===== config.mk =====
export PLATFORM = sky130hd
export DESIGN_NAME = cell_voltage_balance_decider
export DESIGN_NICKNAME = d
export VERILOG_FILES = /design/src/sv/cvb_pkg.sv /design/src/sv/cvb_front.sv /design/src/sv/cvb_cmd_q.sv /design/src/sv/cvb_back.sv /design/src/sv/cvb_res_q.sv /design/src/sv/cell_voltage_balance_decider.sv
export SDC_FILE = /design/constraint.sdc
export NUM_CORES = 2
export LEC_CHECK = 0
export BUFFER_PORTS_ARGS = -buffer_cell sky130_fd_sc_hd__buf_2
export CAP_MARGIN = 10
export CORE_ASPECT_RATIO = 0.8
export CORE_MARGIN = 5
export CORE_UTILIZATION = 55
export CTS_CLUSTER_SIZE = 16
export DETAILED_ROUTE_END_ITERATION = 10
export PLACE_DENSITY = 0.73
export SYNTH_ARGS = -nofsm -noshare
export SYNTH_HDL_FRONTEND = slang
export SYNTH_SLANG_ARGS = --single-unit
export TNS_END_PERCENT = 30

===== constraint.sdc =====
create_clock -name i_clk -period 7.1 [get_ports i_clk]
set_input_delay 0.71 -clock i_clk [delete_from_list [all_inputs] [get_ports i_clk]]
set_output_delay 0.71 -clock i_clk [all_outputs]
set_load 0.005 [all_outputs]

===== src/sv/cvb_pkg.sv =====
`timescale 1ns / 1ps
// Shared constants, types and register codes for the cell voltage balance decider.
package cvb_pkg;

    localparam int CELLS         = 6;
    localparam int HISTORY_DEPTH = 8;

    localparam int MV_W      = 13;
    localparam int CELL_W    = 3;
    localparam int SLOT_W    = 3;
    localparam int RAW_W     = 16;
    localparam int ADC_W     = 14;
    localparam int MASK_W    = 8;
    localparam int CNT_W     = 4;
    localparam int CFG_IDX_W = 3;
    localparam int PROD_W    = ADC_W + MV_W;

    localparam logic [ADC_W-1:0] ADC_MAX       = 14'd16383;
    localparam logic [MV_W-1:0]  FULL_SCALE_MV = 13'd6250;

    // running sum of one cell's history
    localparam int SUM_W     = $clog2(6250 * HISTORY_DEPTH + 1);
    localparam int CIDX_W    = (CELLS > 1) ? $clog2(CELLS) : 1;
    localparam int MEM_DEPTH = CELLS * HISTORY_DEPTH;
    localparam int MEM_AW    = (MEM_DEPTH > 1) ? $clog2(MEM_DEPTH) : 1;

    // command queue and result queue
    localparam int CQ_DEPTH = 4;
    localparam int CQ_AW    = $clog2(CQ_DEPTH);
    localparam int CQ_CW    = $clog2(CQ_DEPTH + 1);
    localparam int RQ_DEPTH = 4;
    localparam int RQ_AW    = $clog2(RQ_DEPTH);
    localparam int RQ_CW    = $clog2(RQ_DEPTH + 1);

    // configuration register indexes
    localparam logic [CFG_IDX_W-1:0] REG_MAX_CELL  = 3'd0;
    localparam logic [CFG_IDX_W-1:0] REG_GAP       = 3'd1;
    localparam logic [CFG_IDX_W-1:0] REG_START     = 3'd2;
    localparam logic [CFG_IDX_W-1:0] REG_FORCED_EN = 3'd3;
    localparam logic [CFG_IDX_W-1:0] REG_FORCED_MV = 3'd4;

    localparam logic [MV_W-1:0] RST_MAX_CELL  = 13'd4200;
    localparam logic [MV_W-1:0] RST_GAP       = 13'd50;
    localparam logic [MV_W-1:0] RST_START     = 13'd3400;
    localparam logic            RST_FORCED_EN = 1'b0;
    localparam logic [MV_W-1:0] RST_FORCED_MV = 13'd0;

    typedef enum logic [1:0] {
        KIND_SAMPLE,
        KIND_SKIP,
        KIND_BALANCE
    } t_kind;

    typedef struct packed {
        t_kind             kind;
        logic [CELL_W-1:0] cell_id;
        logic [SLOT_W-1:0] slot;
        logic [MV_W-1:0]   mv;
        logic [MV_W-1:0]   min_ref;
    } t_cmd;

    typedef struct packed {
        logic [MV_W-1:0]   average_mv;
        logic              average_changed;
        logic [MV_W-1:0]   scan_min_mv;
        logic [CELL_W-1:0] scan_min_cell;
        logic [MV_W-1:0]   scan_max_mv;
        logic [CELL_W-1:0] scan_max_cell;
        logic [MASK_W-1:0] balance_mask;
        logic [CNT_W-1:0]  balance_count;
    } t_res;

    typedef struct packed {
        logic                 valid;
        logic [CFG_IDX_W-1:0] index;
        logic [MV_W-1:0]      data;
    } t_cfg_wr;

endpackage


===== src/sv/cvb_front.sv =====
`timescale 1ns / 1ps
// Front end: accepts input beats, classifies them and converts raw readings to mV.
module cvb_front import cvb_pkg::*; (
    input  logic              i_clk,
    input  logic              i_rst_n,
    input  logic              i_push,
    output logic              o_full,
    input  logic              i_command,
    input  logic [CELL_W-1:0] i_cell_index,
    input  logic [RAW_W-1:0]  i_raw_adc,
    input  logic [SLOT_W-1:0] i_history_slot,
    input  logic [MV_W-1:0]   i_min_reference_mv,
    output logic              o_cq_push,
    output t_cmd              o_cmd,
    input  logic              i_cq_full
);

    logic              r_vld;
    t_kind             r_kind;
    logic [CELL_W-1:0] r_cell;
    logic [SLOT_W-1:0] r_slot;
    logic [PROD_W-1:0] r_prod;
    logic [MV_W-1:0]   r_min_ref;

    logic              in_acc;
    logic [ADC_W-1:0]  sat;
    t_kind             kind;
    logic [MV_W-1:0]   q_hi;
    logic [ADC_W:0]    rem;

    assign o_full    = r_vld && i_cq_full;
    assign in_acc    = i_push && !o_full;
    assign o_cq_push = r_vld && !i_cq_full;

    always_comb begin
        sat = (i_raw_adc > RAW_W'(ADC_MAX)) ? ADC_MAX : i_raw_adc[ADC_W-1:0];
        if (i_command) begin
            kind = KIND_BALANCE;
        end else if (({1'b0, i_cell_index} < (CELL_W+1)'(CELLS)) &&
                     ({1'b0, i_history_slot} < (SLOT_W+1)'(HISTORY_DEPTH))) begin
            kind = KIND_SAMPLE;
        end else begin
            kind = KIND_SKIP;
        end
    end

    always_ff @(posedge i_clk) begin
        if (!i_rst_n) begin
            r_vld <= 1'b0;
        end else if (in_acc) begin
            r_vld <= 1'b1;
        end else if (o_cq_push) begin
            r_vld <= 1'b0;
        end
    end

    always_ff @(posedge i_clk) begin
        if (in_acc) begin
            r_kind    <= kind;
            r_cell    <= i_cell_index;
            r_slot    <= i_history_slot;
            r_prod    <= PROD_W'(sat) * PROD_W'(FULL_SCALE_MV);
            r_min_ref <= i_min_reference_mv;
        end
    end

    // divide by 2^14-1: p = q*2^14 + lo gives p - q*16383 = lo + q, below 2*16383
    always_comb begin
        q_hi = r_prod[PROD_W-1:ADC_W];
        rem  = (ADC_W+1)'(r_prod[ADC_W-1:0]) + (ADC_W+1)'(q_hi);
        o_cmd.kind    = r_kind;
        o_cmd.cell_id = r_cell;
        o_cmd.slot    = r_slot;
        o_cmd.mv      = q_hi + MV_W'(rem >= (ADC_W+1)'(ADC_MAX));
        o_cmd.min_ref = r_min_ref;
    end

endmodule


===== src/sv/cvb_cmd_q.sv =====
`timescale 1ns / 1ps
// Command queue between the front end and the back end.
module cvb_cmd_q import cvb_pkg::*; (
    input  logic i_clk,
    input  logic i_rst_n,
    input  logic i_push,
    input  t_cmd i_cmd,
    output logic o_full,
    input  logic i_pop,
    output logic o_empty,
    output t_cmd o_cmd
);

    t_cmd             r_mem [CQ_DEPTH];
    logic [CQ_AW-1:0] r_wr_ptr;
    logic [CQ_AW-1:0] r_rd_ptr;
    logic [CQ_CW-1:0] r_cnt;

    assign o_full  = (r_cnt == CQ_CW'(CQ_DEPTH));
    assign o_empty = (r_cnt == '0);
    assign o_cmd   = r_mem[r_rd_ptr];

    always_ff @(posedge i_clk) begin
        if (!i_rst_n) begin
            r_wr_ptr <= '0;
            r_rd_ptr <= '0;
            r_cnt    <= '0;
        end else begin
            if (i_push) begin
                r_wr_ptr <= (r_wr_ptr == CQ_AW'(CQ_DEPTH - 1)) ? '0 : r_wr_ptr + 1'b1;
            end
            if (i_pop) begin
                r_rd_ptr <= (r_rd_ptr == CQ_AW'(CQ_DEPTH - 1)) ? '0 : r_rd_ptr + 1'b1;
            end
            unique case ({i_push, i_pop})
                2'b10:   r_cnt <= r_cnt + 1'b1;
                2'b01:   r_cnt <= r_cnt - 1'b1;
                default: r_cnt <= r_cnt;
            endcase
        end
    end

    always_ff @(posedge i_clk) begin
        if (i_push) begin
            r_mem[r_wr_ptr] <= i_cmd;
        end
    end

endmodule


===== src/sv/cvb_back.sv =====
`timescale 1ns / 1ps
// Back end: history memory, running sums, scan min/max and balance decision.
module cvb_back import cvb_pkg::*; (
    input  logic             i_clk,
    input  logic             i_rst_n,
    input  t_cfg_wr          i_cfg,
    input  logic             i_cq_empty,
    input  t_cmd             i_cmd,
    output logic             o_cq_pop,
    input  logic [RQ_CW-1:0] i_rq_count,
    output logic             o_rq_push,
    output t_res             o_res
);

    // configuration
    logic [MV_W-1:0] r_max_cell_mv;
    logic [MV_W-1:0] r_gap_mv;
    logic [MV_W-1:0] r_start_mv;
    logic            r_forced_en;
    logic [MV_W-1:0] r_forced_mv;

    // history store
    logic [MV_W-1:0]      r_hist [MEM_DEPTH];
    logic [MEM_DEPTH-1:0] r_hist_vld;
    logic [MV_W-1:0]      r_rd_data;

    // execute stage
    logic              r_s1_vld;
    t_cmd              r_s1_cmd;
    logic [MEM_AW-1:0] r_s1_addr;

    // per-cell and scan state
    logic [SUM_W-1:0]  r_sum [CELLS];
    logic [MV_W-1:0]   r_avg [CELLS];
    logic [MV_W-1:0]   r_min_mv;
    logic [CELL_W-1:0] r_min_cell;
    logic [MV_W-1:0]   r_max_mv;
    logic [CELL_W-1:0] r_max_cell;
    logic [MASK_W-1:0] r_mask;
    logic [CNT_W-1:0]  r_cnt;

    logic [MV_W-1:0]   n_min_mv;
    logic [CELL_W-1:0] n_min_cell;
    logic [MV_W-1:0]   n_max_mv;
    logic [CELL_W-1:0] n_max_cell;
    logic [MASK_W-1:0] n_mask;
    logic [CNT_W-1:0]  n_cnt;

    logic              issue;
    logic [MEM_AW-1:0] rd_addr;
    logic              wr_en;
    logic              is_sample;
    logic              is_bal;
    logic [CIDX_W-1:0] cidx;
    logic [SUM_W-1:0]  sum_new;
    logic [MV_W-1:0]   avg_new;
    logic [MV_W-1:0]   ref_mv;
    logic [MV_W:0]     thr_mv;
    logic [MASK_W-1:0] bal_mask;
    logic [CNT_W-1:0]  bal_cnt;

    function automatic logic [MEM_AW-1:0] hist_addr(input logic [CELL_W-1:0] cell_id,
                                                    input logic [SLOT_W-1:0] slot);
        hist_addr = MEM_AW'(int'(cell_id) * HISTORY_DEPTH + int'(slot));
    endfunction

    // reserve a result slot for the beat in flight
    assign issue    = !i_cq_empty &&
                      ((RQ_CW+1)'(i_rq_count) + (RQ_CW+1)'(r_s1_vld) < (RQ_CW+1)'(RQ_DEPTH));
    assign o_cq_pop = issue;
    assign rd_addr  = (i_cmd.kind == KIND_SAMPLE) ? hist_addr(i_cmd.cell_id, i_cmd.slot) : '0;

    always_ff @(posedge i_clk) begin
        if (!i_rst_n) begin
            r_max_cell_mv <= RST_MAX_CELL;
            r_gap_mv      <= RST_GAP;
            r_start_mv    <= RST_START;
            r_forced_en   <= RST_FORCED_EN;
            r_forced_mv   <= RST_FORCED_MV;
        end else if (i_cfg.valid) begin
            unique case (i_cfg.index)
                REG_MAX_CELL:  r_max_cell_mv <= i_cfg.data;
                REG_GAP:       r_gap_mv      <= i_cfg.data;
                REG_START:     r_start_mv    <= i_cfg.data;
                REG_FORCED_EN: r_forced_en   <= i_cfg.data[0];
                REG_FORCED_MV: r_forced_mv   <= i_cfg.data;
                default: ;
            endcase
        end
    end

    always_ff @(posedge i_clk) begin
        if (!i_rst_n) begin
            r_s1_vld <= 1'b0;
        end else begin
            r_s1_vld <= issue;
        end
    end

    always_ff @(posedge i_clk) begin
        if (issue) begin
            r_s1_cmd  <= i_cmd;
            r_s1_addr <= rd_addr;
        end
    end

    // history memory: registered read, write from the execute stage
    always_ff @(posedge i_clk) begin
        if (wr_en) begin
            r_hist[r_s1_addr] <= r_s1_cmd.mv;
        end
    end

    always_ff @(posedge i_clk) begin
        if (issue) begin
            if (wr_en && (r_s1_addr == rd_addr)) begin
                r_rd_data <= r_s1_cmd.mv;
            end else if (r_hist_vld[rd_addr]) begin
                r_rd_data <= r_hist[rd_addr];
            end else begin
                r_rd_data <= '0;
            end
        end
    end

    always_ff @(posedge i_clk) begin
        if (!i_rst_n) begin
            r_hist_vld <= '0;
        end else if (wr_en) begin
            r_hist_vld[r_s1_addr] <= 1'b1;
        end
    end

    always_comb begin
        is_sample = r_s1_vld && (r_s1_cmd.kind == KIND_SAMPLE);
        is_bal    = r_s1_vld && (r_s1_cmd.kind == KIND_BALANCE);
        wr_en     = is_sample;
        cidx      = r_s1_cmd.cell_id[CIDX_W-1:0];
        sum_new   = r_sum[cidx] - SUM_W'(r_rd_data) + SUM_W'(r_s1_cmd.mv);
        avg_new   = MV_W'(sum_new / HISTORY_DEPTH);

        ref_mv = r_forced_en ? r_forced_mv : r_s1_cmd.min_ref;
        thr_mv = (MV_W+1)'(ref_mv) + (MV_W+1)'(r_gap_mv);
        bal_mask = '0;
        for (int c = 0; c < CELLS; c++) begin
            bal_mask[c] = (r_avg[c] > r_max_cell_mv) ||
                          (((MV_W+1)'(r_avg[c]) > thr_mv) && (r_avg[c] > r_start_mv));
        end
        bal_cnt = '0;
        for (int b = 0; b < MASK_W; b++) begin
            bal_cnt = bal_cnt + CNT_W'(bal_mask[b]);
        end

        n_min_mv   = r_min_mv;
        n_min_cell = r_min_cell;
        n_max_mv   = r_max_mv;
        n_max_cell = r_max_cell;
        n_mask     = r_mask;
        n_cnt      = r_cnt;
        if (is_sample) begin
            // cell 0 opens a new scan
            if ((r_s1_cmd.cell_id == '0) || (r_min_mv > avg_new)) begin
                n_min_mv   = avg_new;
                n_min_cell = r_s1_cmd.cell_id;
            end
            if ((r_s1_cmd.cell_id == '0) || (r_max_mv < avg_new)) begin
                n_max_mv   = avg_new;
                n_max_cell = r_s1_cmd.cell_id;
            end
        end
        if (is_bal) begin
            n_mask = bal_mask;
            n_cnt  = bal_cnt;
        end

        o_res.average_mv      = is_sample ? avg_new : '0;
        o_res.average_changed = is_sample && (avg_new != r_avg[cidx]);
        o_res.scan_min_mv     = n_min_mv;
        o_res.scan_min_cell   = n_min_cell;
        o_res.scan_max_mv     = n_max_mv;
        o_res.scan_max_cell   = n_max_cell;
        o_res.balance_mask    = n_mask;
        o_res.balance_count   = n_cnt;
    end

    assign o_rq_push = r_s1_vld;

    always_ff @(posedge i_clk) begin
        if (!i_rst_n) begin
            for (int c = 0; c < CELLS; c++) begin
                r_sum[c] <= '0;
                r_avg[c] <= '0;
            end
            r_min_mv   <= '0;
            r_min_cell <= '0;
            r_max_mv   <= '0;
            r_max_cell <= '0;
            r_mask     <= '0;
            r_cnt      <= '0;
        end else begin
            if (is_sample) begin
                r_sum[cidx] <= sum_new;
                r_avg[cidx] <= avg_new;
            end
            r_min_mv   <= n_min_mv;
            r_min_cell <= n_min_cell;
            r_max_mv   <= n_max_mv;
            r_max_cell <= n_max_cell;
            r_mask     <= n_mask;
            r_cnt      <= n_cnt;
        end
    end

endmodule


===== src/sv/cvb_res_q.sv =====
`timescale 1ns / 1ps
// Result queue feeding the output port.
module cvb_res_q import cvb_pkg::*; (
    input  logic             i_clk,
    input  logic             i_rst_n,
    input  logic             i_push,
    input  t_res             i_res,
    input  logic             i_pop,
    output logic             o_empty,
    output logic [RQ_CW-1:0] o_count,
    output t_res             o_res
);

    t_res             r_mem [RQ_DEPTH];
    logic [RQ_AW-1:0] r_wr_ptr;
    logic [RQ_AW-1:0] r_rd_ptr;
    logic [RQ_CW-1:0] r_cnt;

    assign o_empty = (r_cnt == '0);
    assign o_count = r_cnt;
    assign o_res   = r_mem[r_rd_ptr];

    always_ff @(posedge i_clk) begin
        if (!i_rst_n) begin
            r_wr_ptr <= '0;
            r_rd_ptr <= '0;
            r_cnt    <= '0;
        end else begin
            if (i_push) begin
                r_wr_ptr <= (r_wr_ptr == RQ_AW'(RQ_DEPTH - 1)) ? '0 : r_wr_ptr + 1'b1;
            end
            if (i_pop) begin
                r_rd_ptr <= (r_rd_ptr == RQ_AW'(RQ_DEPTH - 1)) ? '0 : r_rd_ptr + 1'b1;
            end
            unique case ({i_push, i_pop})
                2'b10:   r_cnt <= r_cnt + 1'b1;
                2'b01:   r_cnt <= r_cnt - 1'b1;
                default: r_cnt <= r_cnt;
            endcase
        end
    end

    always_ff @(posedge i_clk) begin
        if (i_push) begin
            r_mem[r_wr_ptr] <= i_res;
        end
    end

endmodule


===== src/sv/cell_voltage_balance_decider.sv =====
`timescale 1ns / 1ps
// Top level of the cell voltage balance decider.
//
// Input channel (push/full): one beat per command. A sample beat carries a cell
// index, history slot and raw 16-bit converter reading (saturated at 16383); it
// is converted to mV, written into that cell's history and the cell mean comes
// back. A balance beat compares every cell mean with the limits and returns the
// switch mask and its popcount. Every input beat yields exactly one result beat.
// Result channel (empty/pop): oldest result is on the o_ ports while empty is low.
// Config channel (valid/ready): ready is always high; write only while idle.
// A beat passes the front register, command queue, execute stage and result queue.
// Throughput: one beat per cycle unless stalled by full; the history memory has one
// read and one write port and a same-address write is forwarded to the next read.
// The back end issues only when the result queue has room for every beat in
// flight, so a stalled receiver fills the result queue, then the command queue,
// and full rises; nothing is dropped.
// Reset clears configuration to its defaults, all cell means, sums, scan
// min/max, the mask and both queues. History entries are valid-bit tracked, so
// no clearing pass is needed and the block accepts beats right after reset.
module cell_voltage_balance_decider import cvb_pkg::*; (
    input  logic                 i_clk,
    input  logic                 i_rst_n,
    // input queue side
    input  logic                 push,
    output logic                 full,
    input  logic                 i_command,
    input  logic [CELL_W-1:0]    i_cell_index,
    input  logic [RAW_W-1:0]     i_raw_adc,
    input  logic [SLOT_W-1:0]    i_history_slot,
    input  logic [MV_W-1:0]      i_min_reference_mv,
    // result queue side
    output logic                 empty,
    input  logic                 pop,
    output logic [MV_W-1:0]      o_average_mv,
    output logic                 o_average_changed,
    output logic [MV_W-1:0]      o_scan_min_mv,
    output logic [CELL_W-1:0]    o_scan_min_cell,
    output logic [MV_W-1:0]      o_scan_max_mv,
    output logic [CELL_W-1:0]    o_scan_max_cell,
    output logic [MASK_W-1:0]    o_balance_mask,
    output logic [CNT_W-1:0]     o_balance_count,
    // configuration write
    input  logic                 i_cfg_valid,
    output logic                 o_cfg_ready,
    input  logic [CFG_IDX_W-1:0] i_cfg_index,
    input  logic [MV_W-1:0]      i_cfg_data
);

    logic             cq_push;
    logic             cq_full;
    logic             cq_pop;
    logic             cq_empty;
    t_cmd             front_cmd;
    t_cmd             head_cmd;
    logic             rq_push;
    logic [RQ_CW-1:0] rq_count;
    t_res             back_res;
    t_res             head_res;
    t_cfg_wr          cfg_wr;
    logic             res_pop;

    assign o_cfg_ready  = 1'b1;
    assign cfg_wr.valid = i_cfg_valid;
    assign cfg_wr.index = i_cfg_index;
    assign cfg_wr.data  = i_cfg_data;

    cvb_front u_front (
        .i_clk              (i_clk),
        .i_rst_n            (i_rst_n),
        .i_push             (push),
        .o_full             (full),
        .i_command          (i_command),
        .i_cell_index       (i_cell_index),
        .i_raw_adc          (i_raw_adc),
        .i_history_slot     (i_history_slot),
        .i_min_reference_mv (i_min_reference_mv),
        .o_cq_push          (cq_push),
        .o_cmd              (front_cmd),
        .i_cq_full          (cq_full)
    );

    cvb_cmd_q u_cmd_q (
        .i_clk   (i_clk),
        .i_rst_n (i_rst_n),
        .i_push  (cq_push),
        .i_cmd   (front_cmd),
        .o_full  (cq_full),
        .i_pop   (cq_pop),
        .o_empty (cq_empty),
        .o_cmd   (head_cmd)
    );

    cvb_back u_back (
        .i_clk      (i_clk),
        .i_rst_n    (i_rst_n),
        .i_cfg      (cfg_wr),
        .i_cq_empty (cq_empty),
        .i_cmd      (head_cmd),
        .o_cq_pop   (cq_pop),
        .i_rq_count (rq_count),
        .o_rq_push  (rq_push),
        .o_res      (back_res)
    );

    assign res_pop = pop && !empty;

    cvb_res_q u_res_q (
        .i_clk   (i_clk),
        .i_rst_n (i_rst_n),
        .i_push  (rq_push),
        .i_res   (back_res),
        .i_pop   (res_pop),
        .o_empty (empty),
        .o_count (rq_count),
        .o_res   (head_res)
    );

    assign o_average_mv      = head_res.average_mv;
    assign o_average_changed = head_res.average_changed;
    assign o_scan_min_mv     = head_res.scan_min_mv;
    assign o_scan_min_cell   = head_res.scan_min_cell;
    assign o_scan_max_mv     = head_res.scan_max_mv;
    assign o_scan_max_cell   = head_res.scan_max_cell;
    assign o_balance_mask    = head_res.balance_mask;
    assign o_balance_count   = head_res.balance_count;

    // result queue credit scheme never overruns
    a_rq_no_overflow: assert property (@(posedge i_clk) disable iff (!i_rst_n)
        rq_count <= RQ_CW'(RQ_DEPTH))
        else $error("result queue overflow");

    // count travels with the mask through the whole pipe
    a_count_matches_mask: assert property (@(posedge i_clk) disable iff (!i_rst_n)
        !empty |-> (o_balance_count == CNT_W'($countones(o_balance_mask))))
        else $error("balance count does not match mask");

    // scan minimum can never pass the scan maximum
    a_min_le_max: assert property (@(posedge i_clk) disable iff (!i_rst_n)
        !empty |-> (o_scan_min_mv <= o_scan_max_mv))
        else $error("scan min above scan max");

    // no switch bit for a cell that does not exist
    a_mask_in_range: assert property (@(posedge i_clk) disable iff (!i_rst_n)
        !empty |-> ((o_balance_mask >> CELLS) == '0))
        else $error("balance mask bit beyond last cell");

endmodule

==> flow_summary.yaml <==
status:
  status: "complete, no violations"
clocking:
  clock_path_buffers: 3
  root_buffer: "clkbuf_16"
  clk_latency_ps: 780
  htree_levels: 4
  cts_setup_buffers: 0
  path_clk_slew_ps: 60
  tritoncts_num_sinks: 1385
  cts_tree: "yes"
  cts_buffers: 134
setup_path:
  reg2reg_slack_ps: 430
  arrival_ps: 7160
  required_ps: 7590
  r2r_cells: 24
  rr_endpoint: "u_res_q.r_mem[3][1]"
  critPathCaptureType: "flip-flop"
  startpoint_type: "flip-flop"
  worstSetupPathType: "reg -> reg"
  crit_fanout: 10
  rr_startpoint: "u_back.r_forced_en"
finish:
  fin_util_pct: 61.5
  most-common-layout-cells: "edfxtp_1 (1217), nand2_1 (727), ha_1 (384)"
  drive_gt1_share_pct: 12.6
  final_common_cell: "edfxtp_1"
  diodes: 0
  postLayoutCellArea_um2: 71800
  multi_input_area_um2: 23000
  finalNonFillerCells: 6767
  nets: 5613
  fillers: 8666
  regArea_um2: 39900
  area_delta_synth_final_pct: 11.1
sta:
  fin_ws_ps: 427
  finalCritPeriodShare_pct: 94.0
  rsz0062_at_grt: "no"
  slew_viol_final: 0
  hold_violations: 0
  fmax_mhz: 150
  hold_ws_ps: 114
  fin_tns_setup_ps: 0
  worstMarginPinSlew_ps: 1240
  fin_crit_ps: 6670
  setup_viol_count_final: 0
  max_slew_margin_pct: 17.3
  fin_worst_skew_ps: 29.9
synthesis:
  yosysSeqAreaShare_pct: 61.7
  yosys_register_bits: 1385
  synth_cells: 4926
  synth_edf_count: 1217
  ys.flop_type: "edfxtp_1"
  synthArstFlopShare_pct: 0
  syn-num-nets: 5423
  yosys_warnings: 0
  synth_cell_types: 81
  synth.avg_cell_area_um2: 13.1
  synthesis.area_um2: 64600
floorplanning:
  io_pins: 118
  dieArea_um2: 125000
  coreArea_um2: 117000
  initial_core_util_pct: 55.4
  die_w_um: 393
  die_h_um: 317
  row_count: 112
placement:
  place_area_um2: 67400
  placed_cells: 6518
  gp_congestion: 0.974
  place_ws_ps: 78.3
  portBuffers: 116
  dp.final_hpwl_um: 112000
run:
  max_cap_violations: 0
global_route:
  grt_pass1_wl_um: 254000
  overflow: 0
  grt_pass1_vias: 39844
  antenna_found_initial: 8
  grt_usage_pct: 27.2
  grt_max_degree: 143
min_path:
  hold_path.class: "in -> reg"
  hold_start: "i_min_reference_mv[1]"
  min_to: "u_front.r_min_ref[1]"
  min_path_cells: 1
drt:
  drc: 0
  num_vias: 41966
  drtPass1Iterations: 6
  antenna_left: 0
  routed_wl_um: 171000
  drtIter0Drc: 4876
  drt-vias-per-instance: 6.20
  wl_per_cell_um: 25.3
power:
  powerDensity_nw_per_um2: 477
  ir_drop_mv: 0.813
  p_leak_nw: 26.4
  finalPower_mw: 34.2
[registers in the layout, summed over array words and instances, names as in the netlist, 8 cells and up, named ones only]
signal	count
u_back.r_s1_cmd	28
u_back.r_hist_vld	48
u_back.r_avg	86
u_back.r_gap_mv	13
u_cmd_q.r_mem	136
u_back.r_start_mv	13
u_back.r_hist	624
u_back.r_rd_data	13
u_back.r_sum	42
u_back.r_mask	8
u_front.r_prod	26
u_back.r_forced_mv	13
u_back.r_min_mv	13
u_back.r_max_mv	13
u_front.r_min_ref	13
u_res_q.r_mem	232
u_back.r_max_cell_mv	13
[final cells by class]
cell class                 instances  area share, %
clock buffer                     186           5.23
clock inverter                    62          0.942
inverter                         240           1.28
multi-input combinational       3095           32.0
sequential                      1385           55.6
tap                             1539           2.68
timing repair buffer             260           2.33
[where the power goes]
part | switching [mW] | internal, mW | leakage [nW]
clock network | 3.10 | 4.05 | 2.15
registers | 0.543 | 10.5 | 12.6
logic | 10.5 | 5.59 | 11.7
total | 14.1 | 20.1 | 26.4
[worst max path at each step]
stage / from / endpoint / slack, ps / cells after the start
after floorplan: flip-flop / u_res_q.r_mem[0][25] / 30 / 25
after CTS: u_back.r_forced_en / u_res_q.r_mem[3][1] / 50 / 27
after global placement: u_back.r_forced_en / u_res_q.r_mem[0][1] / 120 / 27
final: u_back.r_forced_en / u_res_q.r_mem[3][1] / 430 / 24
after detailed placement: u_back.r_forced_en / u_res_q.r_mem[3][1] / 80 / 27
after global routing: u_back.r_forced_en / u_res_q.r_mem[3][1] / 110 / 27
[metal layers]
metal  up-vias  track usage [%]  wire, µm  part of all wire [%]
li1      18772                -         -                     -
met1     20665             40.3     71700                    42
met2      2201             40.1     74200                    43
met3       324             6.53     19800                    12
met4         4             8.28      5150                   3.0
met5         -            0.798       151                 0.088
[synthesized netlist by cell type (89+ instances only)]
master	count	share of area, %
edfxtp_1	1217	57
nand2_1	728	4.2
ha_1	384	7.4
nor2_1	338	2.0
inv_1	238	1.4
a21oi_1	213	1.6
dfxtp_1	168	5.2
clkbuf_1	133	0.77
mux4_2	124	4.3
mux2i_1	110	1.7
and3_1	100	0.97
nand3_1	92	0.71
o21ai_0	89	0.69
[critical path, stage by stage, from the launching register on]
cell,delay [ps]
dfxtp_1,450
buf_4,230
mux2_2,360
ha_1,390
nand2_1,100
a211oi_1,330
nor2b_1,150
xor2_1,170
buf_4,180
ha_1,290
o21a_1,190
o22a_1,200
maj3_1,430
maj3_1,380
a221o_1,330
nand3_1,150
nand2_1,70
ha_1,280
inv_1,50
fa_1,530
inv_1,60
fa_1,430
fa_1,430
nand2_1,90
nand2_1,100
[logic make-up (layout without fill, tap and decap cells)]
group	count (synthesis)	count (layout)	synth area share [%]
and+or+nand+nor	1589	1589	11.1
DFF	1385	1385	61.7
AOI/OAI and AO/OA	689	689	6.97
adders and majority gates	452	452	9.35
buffers and inverters	446	748	2.95
muxes	267	267	6.60
xor gates and xnor gates	97	97	1.31
other	1	1	0.00580
[what timing repair did]
| action | 4_1_cts | 5_1_grt |
|---|---|---|
| resized for setup | 0 | 4 |
| hold buffers | 0 | 0 |
| setup endpoints to repair | 0 | 14 |
No activity file was read; power rests on OpenSTA's default activity.
